## config.mk

```make
export PLATFORM = sky130hd
export DESIGN_NAME = eaq_cell
export DESIGN_NICKNAME = d
export VERILOG_FILES = /design/src/sv/eaq_pkg.sv /design/src/sv/eaq_cell.sv
export SDC_FILE = /design/constraint.sdc
export NUM_CORES = 1
export LEC_CHECK = 0
export BUFFER_PORTS_ARGS = -buffer_cell sky130_fd_sc_hd__buf_2
export CORE_ASPECT_RATIO = 0.7
export CORE_UTILIZATION = 24
export DETAILED_ROUTE_END_ITERATION = 7
export MAX_ROUTING_LAYER = met4
export RECOVER_POWER = 50
export SYNTH_ARGS = -nofsm -noshare
export SYNTH_HDL_FRONTEND = slang
export SYNTH_SLANG_ARGS = --single-unit
```

## constraint.sdc

```tcl
create_clock -name clk -period 12.7 [get_ports clk]
set_clock_uncertainty 0.2 [all_clocks]
set_input_delay 2.54 -clock clk [delete_from_list [all_inputs] [get_ports clk]]
set_output_delay 2.54 -clock clk [all_outputs]
set_load 0.005 [all_outputs]
```

## src/sv/eaq_pkg.sv

```systemverilog
// Package for the Euler angle to quaternion core.
// Holds the CORDIC constants, the arctangent table and shared types.
package eaq_pkg;

    localparam int ATAN_COUNT = 24;
    localparam int CW = 34;

    typedef logic signed [CW-1:0] cval_t;

    typedef struct packed {
        cval_t x;
        cval_t y;
        cval_t z;
        logic  flip;
    } axis_t;

    localparam cval_t GAIN_Q30    = 34'sd652032874;
    localparam cval_t HALF_PI_Q30 = 34'sd1686629712;
    localparam cval_t PI_Q30      = 34'sd3373259424;

    function automatic cval_t atan_q30(input logic [4:0] idx);
        cval_t r;
        begin
            case (idx)
                5'd0: r = 34'sh3243F6A8;
                5'd1: r = 34'sh1DAC6705;
                5'd2: r = 34'sh0FADBAFC;
                5'd3: r = 34'sh07F56EA6;
                5'd4: r = 34'sh03FEAB76;
                5'd5: r = 34'sh01FFD55B;
                5'd6: r = 34'sh00FFFAAA;
                5'd7: r = 34'sh007FFF55;
                5'd8: r = 34'sh003FFFEA;
                5'd9: r = 34'sh001FFFFD;
                5'd10: r = 34'sh000FFFFF;
                5'd11: r = 34'sh0007FFFF;
                5'd12: r = 34'sh0003FFFF;
                5'd13: r = 34'sh0001FFFF;
                5'd14: r = 34'sh0000FFFF;
                5'd15: r = 34'sh00007FFF;
                5'd16: r = 34'sh00003FFF;
                5'd17: r = 34'sh00001FFF;
                5'd18: r = 34'sh00000FFF;
                5'd19: r = 34'sh000007FF;
                5'd20: r = 34'sh000003FF;
                5'd21: r = 34'sh000001FF;
                5'd22: r = 34'sh000000FF;
                5'd23: r = 34'sh0000007F;
                default: r = '0;
            endcase
            return r;
        end
    endfunction

endpackage

```

## src/sv/eaq_cell.sv

```systemverilog
// One CORDIC rotation cell: three axes, one iteration, registered.
// Depends on eaq_pkg.
module eaq_cell
    import eaq_pkg::*;
#(
    parameter int STEP = 0
)
(
    input  logic  clk,
    input  logic  en,
    input  axis_t a_in [3],
    output axis_t a_out [3]
);

    axis_t a_reg [3];
    axis_t a_next [3];

    always_comb
    begin
        for (int k = 0; k < 3; k++)
        begin
            a_next[k] = a_in[k];
            if (!a_in[k].z[CW-1])
            begin
                a_next[k].x = a_in[k].x - (a_in[k].y >>> STEP);
                a_next[k].y = a_in[k].y + (a_in[k].x >>> STEP);
                a_next[k].z = a_in[k].z - atan_q30(5'(STEP));
            end
            else
            begin
                a_next[k].x = a_in[k].x + (a_in[k].y >>> STEP);
                a_next[k].y = a_in[k].y - (a_in[k].x >>> STEP);
                a_next[k].z = a_in[k].z + atan_q30(5'(STEP));
            end
        end
    end

    always_ff @(posedge clk)
    begin
        if (en)
        begin
            a_reg <= a_next;
        end
    end

    assign a_out = a_reg;

endmodule

```

==> impl_results.md, run 1 <==
- Number of synthesized register bits: approximately 310
- Post-detailed-route DRC marker count: 0
- Quantity of hold-fixing buffers added after cts: 0
- Crit Path Max Fanout: ~110
- DR vias/cell: roughly 5.1
- Post-layout total power: about 0.004 W
- Count of standard-cell rows: 108
- Remaining Overflow, GRT: 0
- Final count of hold timing violations: 0
- Part of the cycle the worst path needs: 0.6735
- Element type at the critical path end: register
- Fraction of synthesized cell area taken by the top area cell type: 0.3014
- Mean Syn Cell Area: around 8.6 µm²
- Area of the multi-input gates: 0.01944 mm²
- Clk Tree Root Cell: sky130_fd_sc_hd__clkbuf_16
- Worst Setup Path Type: in -> reg
- Top area cells in the synthesized netlist: sky130_fd_sc_hd__edfxtp_1 (30%), sky130_fd_sc_hd__ha_1 (16%), sky130_fd_sc_hd__a21oi_1 (7.3%), sky130_fd_sc_hd__xnor2_1 (6.4%), sky130_fd_sc_hd__inv_1 (4.2%)
- CTS sink count: just over 300
- Pwr Density: between 100 and 150 mW/mm²
- Gates resized, CTS repair: 0
- Master of the slowest instance on the critical path: sky130_fd_sc_hd__clkbuf_1
- Cell type contributing the most total cell area after synthesis: sky130_fd_sc_hd__edfxtp_1
- Total clock buffers created by CTS: 41
- Count of final max-slew check failures: between 400 and 500
- Sum of routed wire length over all layers: approximately 120 mm
- Maximum number of pins on one net before global-route repair: between 100 and 150
- Yosys cell types: 86
- Unrepaired setup endpoints after global routing: false
- Layout Utilization: 0.2906
- Worst min path class: in -> reg
- Vias in the first global route: ~28,000
- Setup TNS after final layout: 0 ns
- Number of violations reported at the end of detailed-routing iteration 0: ~3,200
- Worst setup timing slack at the placement stage: around 5.9 ns
- WP data required: roughly 13 ns
- Sequential area share after synthesis: 0.3014
- Total setup buffers inserted after CTS: 0
- Outcome: finished with violations
- Async set-or-reset flop fraction in the synthesized netlist: 0
- Top Family by Delay on Critical Path: buffers and inverters
- Post-detailed-route count of antenna-violating nets: 0
- List of most frequent post-synthesis cells: sky130_fd_sc_hd__a21oi_1 (445), sky130_fd_sc_hd__ha_1 (384), sky130_fd_sc_hd__inv_1 (345)
- Iteration count of the initial detailed-routing pass: 6
- Maximum frequency from static timing analysis: 0.1169 GHz
- Worst path arrival time: 8.54 ns
- First-pass GRT wire length: around 180 mm
- Average wire length per cell after detail routing: 21.30 µm
- Number of enable flip-flop cells after synthesis: just over 300
- Worst-case headroom to the max-slew limit: -3.400
- Number of vias after detailed routing: roughly 30,000
- Count of buffering cells on the critical path with inverters included: 2
- Cell area after technology mapping: 0.03049 mm²
- Maximum level of the CTS H-tree: 2
- Floorplan Core Area: 0.1250 mm²
- Final HPWL DP: ~100 mm
- Clock-pin transition on the worst setup and hold timing paths: approximately 0.06 ns
- Antenna violations before repair: 24
- Number of nets at the end of the flow: 4,809
- Area growth, synth to finish: 19.14%
- Mapped Nets: 4,262
- Count of yosys warnings during synthesis: 0
- Final setup viols: 0
- GR Util All Layers: 0.1881
- Effective utilization at floorplan: 0.2439
- Static leakage: approximately 16 nW
- Total of buffers placed on input and output ports: a little over 600
- Buffer depth of the longest clock path: 3
- Primary FF master, synth: sky130_fd_sc_hd__edfxtp_1
- Maximum vdd ir drop: 74.03 µV
- Die outline area: 0.1285 mm²
- Cells traversed along the worst timing path: clkbuf_1 -> buf_4
- Worst slew pin tran: ~6.6 ns
- Maxcap violations: 6
- Number of flip-flops in the largest register: between 300 and 400
- Filler instances: roughly 14,000
- Overall die height: ~300 µm
- Clock tree from TritonCTS: yes
- Critical Path Source Type: input pin
- Period minus WS final: 8.553 ns
- Violations in the final reports: max-capacitance violations, max-slew violations
- Number of I/O pins: a little over 600
- Final WS setup: 4.147 ns
- Fraction of layout cells with a size suffix above 1: 0.1201
- Final weighted congestion in routability-driven placement: 1.003
- Worst stage delay on the critical path: approximately 4.5 ns
- Most common cell in the netlist: sky130_fd_sc_hd__a21oi_1
- Syn Inst Count: roughly 3,600
- Width of the chip: 428.0 µm
- Sequential cell area: 0.009189 mm²
## logic make-up after synthesis
group | count (synthesis) | synth area share
compound gates | 1234 | 0.2571
fa+ha+maj | 396 | 0.1655
flops | 306 | 0.3014
simple gates | 820 | 0.1232
buf+inv | 486 | 0.06103
xor+xnor | 269 | 0.07728
mux | 44 | 0.01449
## placed cells by master (no fill, tap or decap), types with 9 or more instances in the layout
cell                          n
sky130_fd_sc_hd__a21oi_1    445
sky130_fd_sc_hd__buf_2      392
sky130_fd_sc_hd__ha_1       384
sky130_fd_sc_hd__inv_1      346
sky130_fd_sc_hd__nor2_1     336
sky130_fd_sc_hd__edfxtp_1   306
sky130_fd_sc_hd__clkbuf_1   232
sky130_fd_sc_hd__o21ai_0    228
sky130_fd_sc_hd__xnor2_1    222
sky130_fd_sc_hd__nand2_1    166
sky130_fd_sc_hd__a21o_1     110
sky130_fd_sc_hd__o21bai_1   103
sky130_fd_sc_hd__nor3_1      70
sky130_fd_sc_hd__nand3_1     57
sky130_fd_sc_hd__xor2_1      47
sky130_fd_sc_hd__a31oi_1     45
sky130_fd_sc_hd__mux2i_1     43
sky130_fd_sc_hd__clkbuf_16   42
sky130_fd_sc_hd__a211oi_1    37
sky130_fd_sc_hd__o31ai_1     36
sky130_fd_sc_hd__nor2b_1     34
sky130_fd_sc_hd__o21a_1      33
sky130_fd_sc_hd__nand4_1     31
sky130_fd_sc_hd__nand2b_1    24
sky130_fd_sc_hd__or3_1       22
sky130_fd_sc_hd__a21boi_0    19
sky130_fd_sc_hd__o211ai_1    19
sky130_fd_sc_hd__clkinv_1    18
sky130_fd_sc_hd__nor4_1      18
sky130_fd_sc_hd__and3_1      16
sky130_fd_sc_hd__and2_1      14
sky130_fd_sc_hd__a211o_1     13
sky130_fd_sc_hd__diode_2     12
sky130_fd_sc_hd__fa_1        12
sky130_fd_sc_hd__a221oi_1    11
sky130_fd_sc_hd__o31a_1      11
sky130_fd_sc_hd__or2_2       10
sky130_fd_sc_hd__o2111ai_1    9
sky130_fd_sc_hd__a221o_1      9
## path summary, 6_finish.rpt
| path | from | to | slack, ns | cells past startpoint |
|---|---|---|---|---|
| worst min-delay path | a_in[103] | a_out[103]$_DFFE_PP_ | 1.91 | 1 |
| worst max-delay path | en | a_out[58]$_DFFE_PP_ | 4.15 | 2 |
## stage by stage
step	cell area, µm²	instances	hold WS (ns)
2_1_floorplan	30490	3555	2.439
3_3_place_gp	35260	5709	2.517
3_5_place_dp	35260	5709	2.518
4_1_cts	36610	5781	1.833
5_1_grt	36320	5793	1.853
6_report	36320	5793	1.906
## layout make-up
type / count / area share
Multi-Input combinational cell: 2763 / 0.5351
Sequential cell: 306 / 0.2530
Timing Repair Buffer: 632 / 0.07999
Tap cell: 1650 / 0.05684
Inverter: 358 / 0.03700
Clock buffer: 48 / 0.02956
Clock inverter: 24 / 0.007682
Antenna cell: 12 / 0.0008267
## power by group
part           internal, W  switching (W)  total, W
clock             0.000708       0.000514   0.00122
combinational     0.000544       0.000941   0.00148
sequential         0.00134      0.0000653   0.00141
total              0.00260        0.00152   0.00412
## layer usage
metal	track usage	vias up	routed length, µm
met5	-	-	0
met4	0.04334	0	2591
met3	0.03151	152	9916
met2	0.2721	1366	52690
met1	0.2702	14260	58170
li1	-	13920	-
Power figures use the tool's default switching activity.
==> run 2, diff against run 1 <==
--- a/config.mk
+++ b/config.mk
@@ -5,6 +5,7 @@
 export SDC_FILE = /design/constraint.sdc
 export NUM_CORES = 1
 export LEC_CHECK = 0
+export ABC_AREA = 1
 export BUFFER_PORTS_ARGS = -buffer_cell sky130_fd_sc_hd__buf_2
 export CORE_ASPECT_RATIO = 0.7
 export CORE_UTILIZATION = 24
==> constraint.sdc (replaced) <==
create_clock -name clk -period 8.45 [get_ports clk]
set_clock_uncertainty 0.2 [all_clocks]
set_input_delay 1.69 -clock clk [delete_from_list [all_inputs] [get_ports clk]]
set_output_delay 1.69 -clock clk [all_outputs]
set_load 0.005 [all_outputs]
==> run 2 against run 1 <==
Compared with the run above:
- wire length is 34% higher
- total power grew 59%
- sequential power grew 48%
- combinational power increased by 74%
- critical path depth is the same
- synthesized cell count is 50% higher
- the run still ends with max-capacitance violations, max-slew violations left
- utilization decreased by 0.54 points
- setup slack got worse by 2.0 ns
- final area rose by 14%
==> impl_results.md, run 2 <==
- Cell type contributing the most total cell area after synthesis: sky130_fd_sc_hd__edfxtp_1 (unchanged)
- Primary FF master, synth: sky130_fd_sc_hd__edfxtp_1 (unchanged)
- Gates resized, CTS repair: 0 (unchanged)
- Number of flip-flops in the largest register: 306 (unchanged)
- End point of the most critical hold path: a_out[208]$_DFFE_PP_ (was a_out[103]$_DFFE_PP_)
- Final setup viols: 0 (unchanged)
- Remaining Overflow, GRT: 0 (unchanged)
- Part of the cycle the worst path needs: 0.7419
- Floorplan Core Area: 0.1458 mm² (was 0.1250 mm²)
- Pwr Density: 157.0 mW/mm² (was 113.3 mW/mm²)
- Quantity of hold-fixing buffers added after cts: 0 (unchanged)
- Worst setup timing slack at the placement stage: 3.346 ns (was 5.876 ns)
- Worst-case headroom to the max-slew limit: -1.834 (was -3.400)
- Sequential area share after synthesis: 0.2598 (was 0.3014)
- Overall die height: 323.2 µm (was 300.2 µm)
- Antenna violations before repair: 51 (was 24)
- Maximum number of pins on one net before global-route repair: 147 (was 126)
- Violations in the final reports: max-capacitance violations, max-slew violations (unchanged)
- Iteration count of the initial detailed-routing pass: 6 (unchanged)
- GR Util All Layers: 0.2194 (was 0.1881)
- DR vias/cell: 4.961 (was 5.126)
- Die outline area: 0.1490 mm² (was 0.1285 mm²)
- Syn Inst Count: 5,347 (was 3,555)
- Maximum vdd ir drop: 133.4 µV (was 74.03 µV)
- Number of enable flip-flop cells after synthesis: 306 (unchanged)
- Yosys cell types: 52 (was 86)
- Mean Syn Cell Area: 6.616 µm² (was 8.576 µm²)
- List of most frequent post-synthesis cells: sky130_fd_sc_hd__nand2_1 (1,451), sky130_fd_sc_hd__inv_1 (699), sky130_fd_sc_hd__nor2_1 (508) (was sky130_fd_sc_hd__a21oi_1 (445), sky130_fd_sc_hd__ha_1 (384), sky130_fd_sc_hd__inv_1 (345))
- Most common cell in the netlist: sky130_fd_sc_hd__nand2_1 (was sky130_fd_sc_hd__a21oi_1)
- Total setup buffers inserted after CTS: 0 (unchanged)
- Maximum level of the CTS H-tree: 2 (unchanged)
- Final count of hold timing violations: 0 (unchanged)
- Total of buffers placed on input and output ports: 619 (unchanged)
- Mapped Nets: 6,054 (was 4,262)
- Top area cells in the synthesized netlist: sky130_fd_sc_hd__edfxtp_1 (26%), sky130_fd_sc_hd__nand2_1 (15%), sky130_fd_sc_hd__ha_1 (14%), sky130_fd_sc_hd__inv_1 (7.4%), sky130_fd_sc_hd__a21oi_1 (7.1%) (was sky130_fd_sc_hd__edfxtp_1 (30%), sky130_fd_sc_hd__ha_1 (16%), sky130_fd_sc_hd__a21oi_1 (7.3%), sky130_fd_sc_hd__xnor2_1 (6.4%), sky130_fd_sc_hd__inv_1 (4.2%))
- Master of the slowest instance on the critical path: sky130_fd_sc_hd__clkbuf_1 (unchanged)
- Static leakage: 20.12 nW (was 15.51 nW)
- Area growth, synth to finish: 17.55% (was 19.14%)
- Effective utilization at floorplan: 0.2426 (was 0.2439)
- HP Start: a_in[208] (was a_in[103])
- Crit Path Max Fanout: 65 (was 108)
- Period minus WS final: 6.269 ns
- Buffer depth of the longest clock path: 3 (unchanged)
- Number of I/O pins: 620 (unchanged)
- Worst slew pin tran: 4.251 ns (was 6.600 ns)
- First-pass GRT wire length: 236.4 mm (was 181.1 mm)
- Number of vias after detailed routing: 39,270 (was 29,690)
- Critical Path Source Type: input pin (unchanged)
- Post-detailed-route count of antenna-violating nets: 0 (unchanged)
- Maximum frequency from static timing analysis: about 0.16 GHz
- Fraction of layout cells with a size suffix above 1: 0.1076 (was 0.1201)
- Worst min path class: in -> reg (unchanged)
- Post-layout total power: 0.006531 W (was 0.004116 W)
- Number of violations reported at the end of detailed-routing iteration 0: 4,191 (was 3,167)
- Count of standard-cell rows: 117 (was 108)
- Count of yosys warnings during synthesis: 0 (unchanged)
- Fraction of synthesized cell area taken by the top area cell type: 0.2598 (was 0.3014)
- Outcome: finished with violations (unchanged)
- Final WS setup: 2.181 ns (was 4.147 ns)
- Vias in the first global route: 36,230 (was 27,790)
- Worst Setup Path Type: in -> reg (unchanged)
- Setup TNS after final layout: 0 ns (unchanged)
- Cells traversed along the worst timing path: clkbuf_1 -> clkbuf_2 (was clkbuf_1 -> buf_4)
- CTS sink count: 306 (unchanged)
- Average wire length per cell after detail routing: 20.94 µm (was 21.30 µm)
- Worst path arrival time: 6.31 ns (was 8.54 ns)
- Width of the chip: 460.9 µm (was 428.0 µm)
- Commonest non-fill, non-tap cell in the layout: sky130_fd_sc_hd__nand2_1 (was sky130_fd_sc_hd__a21oi_1)
- Clk Tree Root Cell: sky130_fd_sc_hd__clkbuf_16 (unchanged)
- Final HPWL DP: 141.1 mm (was 99.95 mm)
- Filler instances: 16,300 (was 13,520)
- Commonest non-fill, non-tap cells in the layout: sky130_fd_sc_hd__nand2_1 (1,451), sky130_fd_sc_hd__inv_1 (700), sky130_fd_sc_hd__buf_2 (513), sky130_fd_sc_hd__nor2_1 (508), sky130_fd_sc_hd__a21oi_1 (501) (was sky130_fd_sc_hd__a21oi_1 (445), sky130_fd_sc_hd__buf_2 (392), sky130_fd_sc_hd__ha_1 (384), sky130_fd_sc_hd__inv_1 (346), sky130_fd_sc_hd__nor2_1 (336))
- WP data required: 8.49 ns (was 12.69 ns)
- Clock tree from TritonCTS: yes (unchanged)
- Total clock buffers created by CTS: 41 (unchanged)
- Final weighted congestion in routability-driven placement: 1.023 (was 1.003)
- Post-detailed-route DRC marker count: 0 (unchanged)
- Unrepaired setup endpoints after global routing: false (unchanged)
- Number of synthesized register bits: 306 (unchanged)
- Cell area after technology mapping: 0.03538 mm² (was 0.03049 mm²)
- Element type at the critical path end: register (unchanged)
- Top Family by Delay on Critical Path: buffers and inverters (unchanged)
- Number of nets at the end of the flow: 6,594 (was 4,809)
- Maxcap violations: 4 (was 6)
- Clock-pin transition on the worst setup and hold timing paths: 0.06 ns (about the same)
- Sum of routed wire length over all layers: 165.8 mm (was 123.4 mm)
- Async set-or-reset flop fraction in the synthesized netlist: 0 (unchanged)
- Number of cells traversed by the worst hold path: 1 (unchanged)
- Worst stage delay on the critical path: 2.91 ns (was 4.52 ns)
- Count of final max-slew check failures: 253 (was 426)
- Count of buffering cells on the critical path with inverters included: 2 (unchanged)
==> run 2: cell types whose count changed in the layout (fill, tap and decap cells not counted), sizes merged, moves of 125 or more <==
cell	before	now
inv	352	714
nor2	336	515
o21ai	232	357
nand3	57	493
nand2	166	1458
xnor2	222	13
==> run 2: kinds of logic after synthesis <==
logic type | after synthesis | synth area share
flip-flops | 306 | 0.2598
XOR/XNOR | 141 | 0.03491
AO/OA/AOI/OAI | 1027 | 0.1565
multiplexers | 4 | 0.001132
adder cells (fa/ha/maj) | 396 | 0.1426
AND/OR/NAND/NOR | 2631 | 0.3084
buffers and inverters | 842 | 0.09674
==> run 2: report_power, final <==
part	switching (W)	leakage (nW)	internal, W
Sequential	0.000117	2.99	0.00197
Combinational	0.00177	16.4	0.000794
Clock	0.000813	0.681	0.00106
Total	0.00270	20.1	0.00383
==> run 2: metrics by stage <==
| step | utilization | area [µm²] | hold slack (ns) | cells |
|---|---|---|---|---|
| floorplan | - | 35380 | 1.589 | 5347 |
| global placement | 0.2762 | 40270 | 1.668 | 7807 |
| detailed placement | 0.2762 | 40270 | 1.669 | 7807 |
| CTS | 0.2857 | 41660 | 0.9685 | 7883 |
| global route | 0.2851 | 41570 | 0.9923 | 7908 |
| finish | 0.2852 | 41580 | 1.026 | 7915 |
==> run 2: how the worst max path moves through the flow <==
stage | start | end | slack [ns] | cells past startpoint
after floorplan | a_in[137] | a_out[134]$_DFFE_PP_ | 4.15 | 14
after global placement | a_in[240] | a_out[232]$_DFFE_PP_ | 3.33 | 12
after detailed placement | a_in[240] | a_out[237]$_DFFE_PP_ | 3.35 | 15
after CTS | a_in[240] | a_out[237]$_DFFE_PP_ | 4.05 | 15
after global routing | en | a_out[193]$_DFFE_PP_ | 1.90 | 2
final | en | a_out[155]$_DFFE_PP_ | 2.18 | 2
==> run 2: layout make-up <==
class | instances | area, µm² | share of cell area
clock inverter | 31 | 344.1 | 0.008274
inverter | 711 | 2670 | 0.06421
timing repair buffer | 628 | 3039 | 0.07309
multi-input combinational | 4199 | 22760 | 0.5474
antenna | 32 | 80.08 | 0.001926
sequential | 306 | 9189 | 0.2210
clock buffer | 45 | 1041 | 0.02503
tap | 1963 | 2456 | 0.05906
==> run 2: layer usage <==
layer	GRT usage	vias to the layer above	part of all wire
li1	-	18820	-
met1	0.3020	18610	0.46
met2	0.3284	1646	0.43
met3	0.03123	199	0.073
met4	0.06941	0	0.039
met5	-	-	0
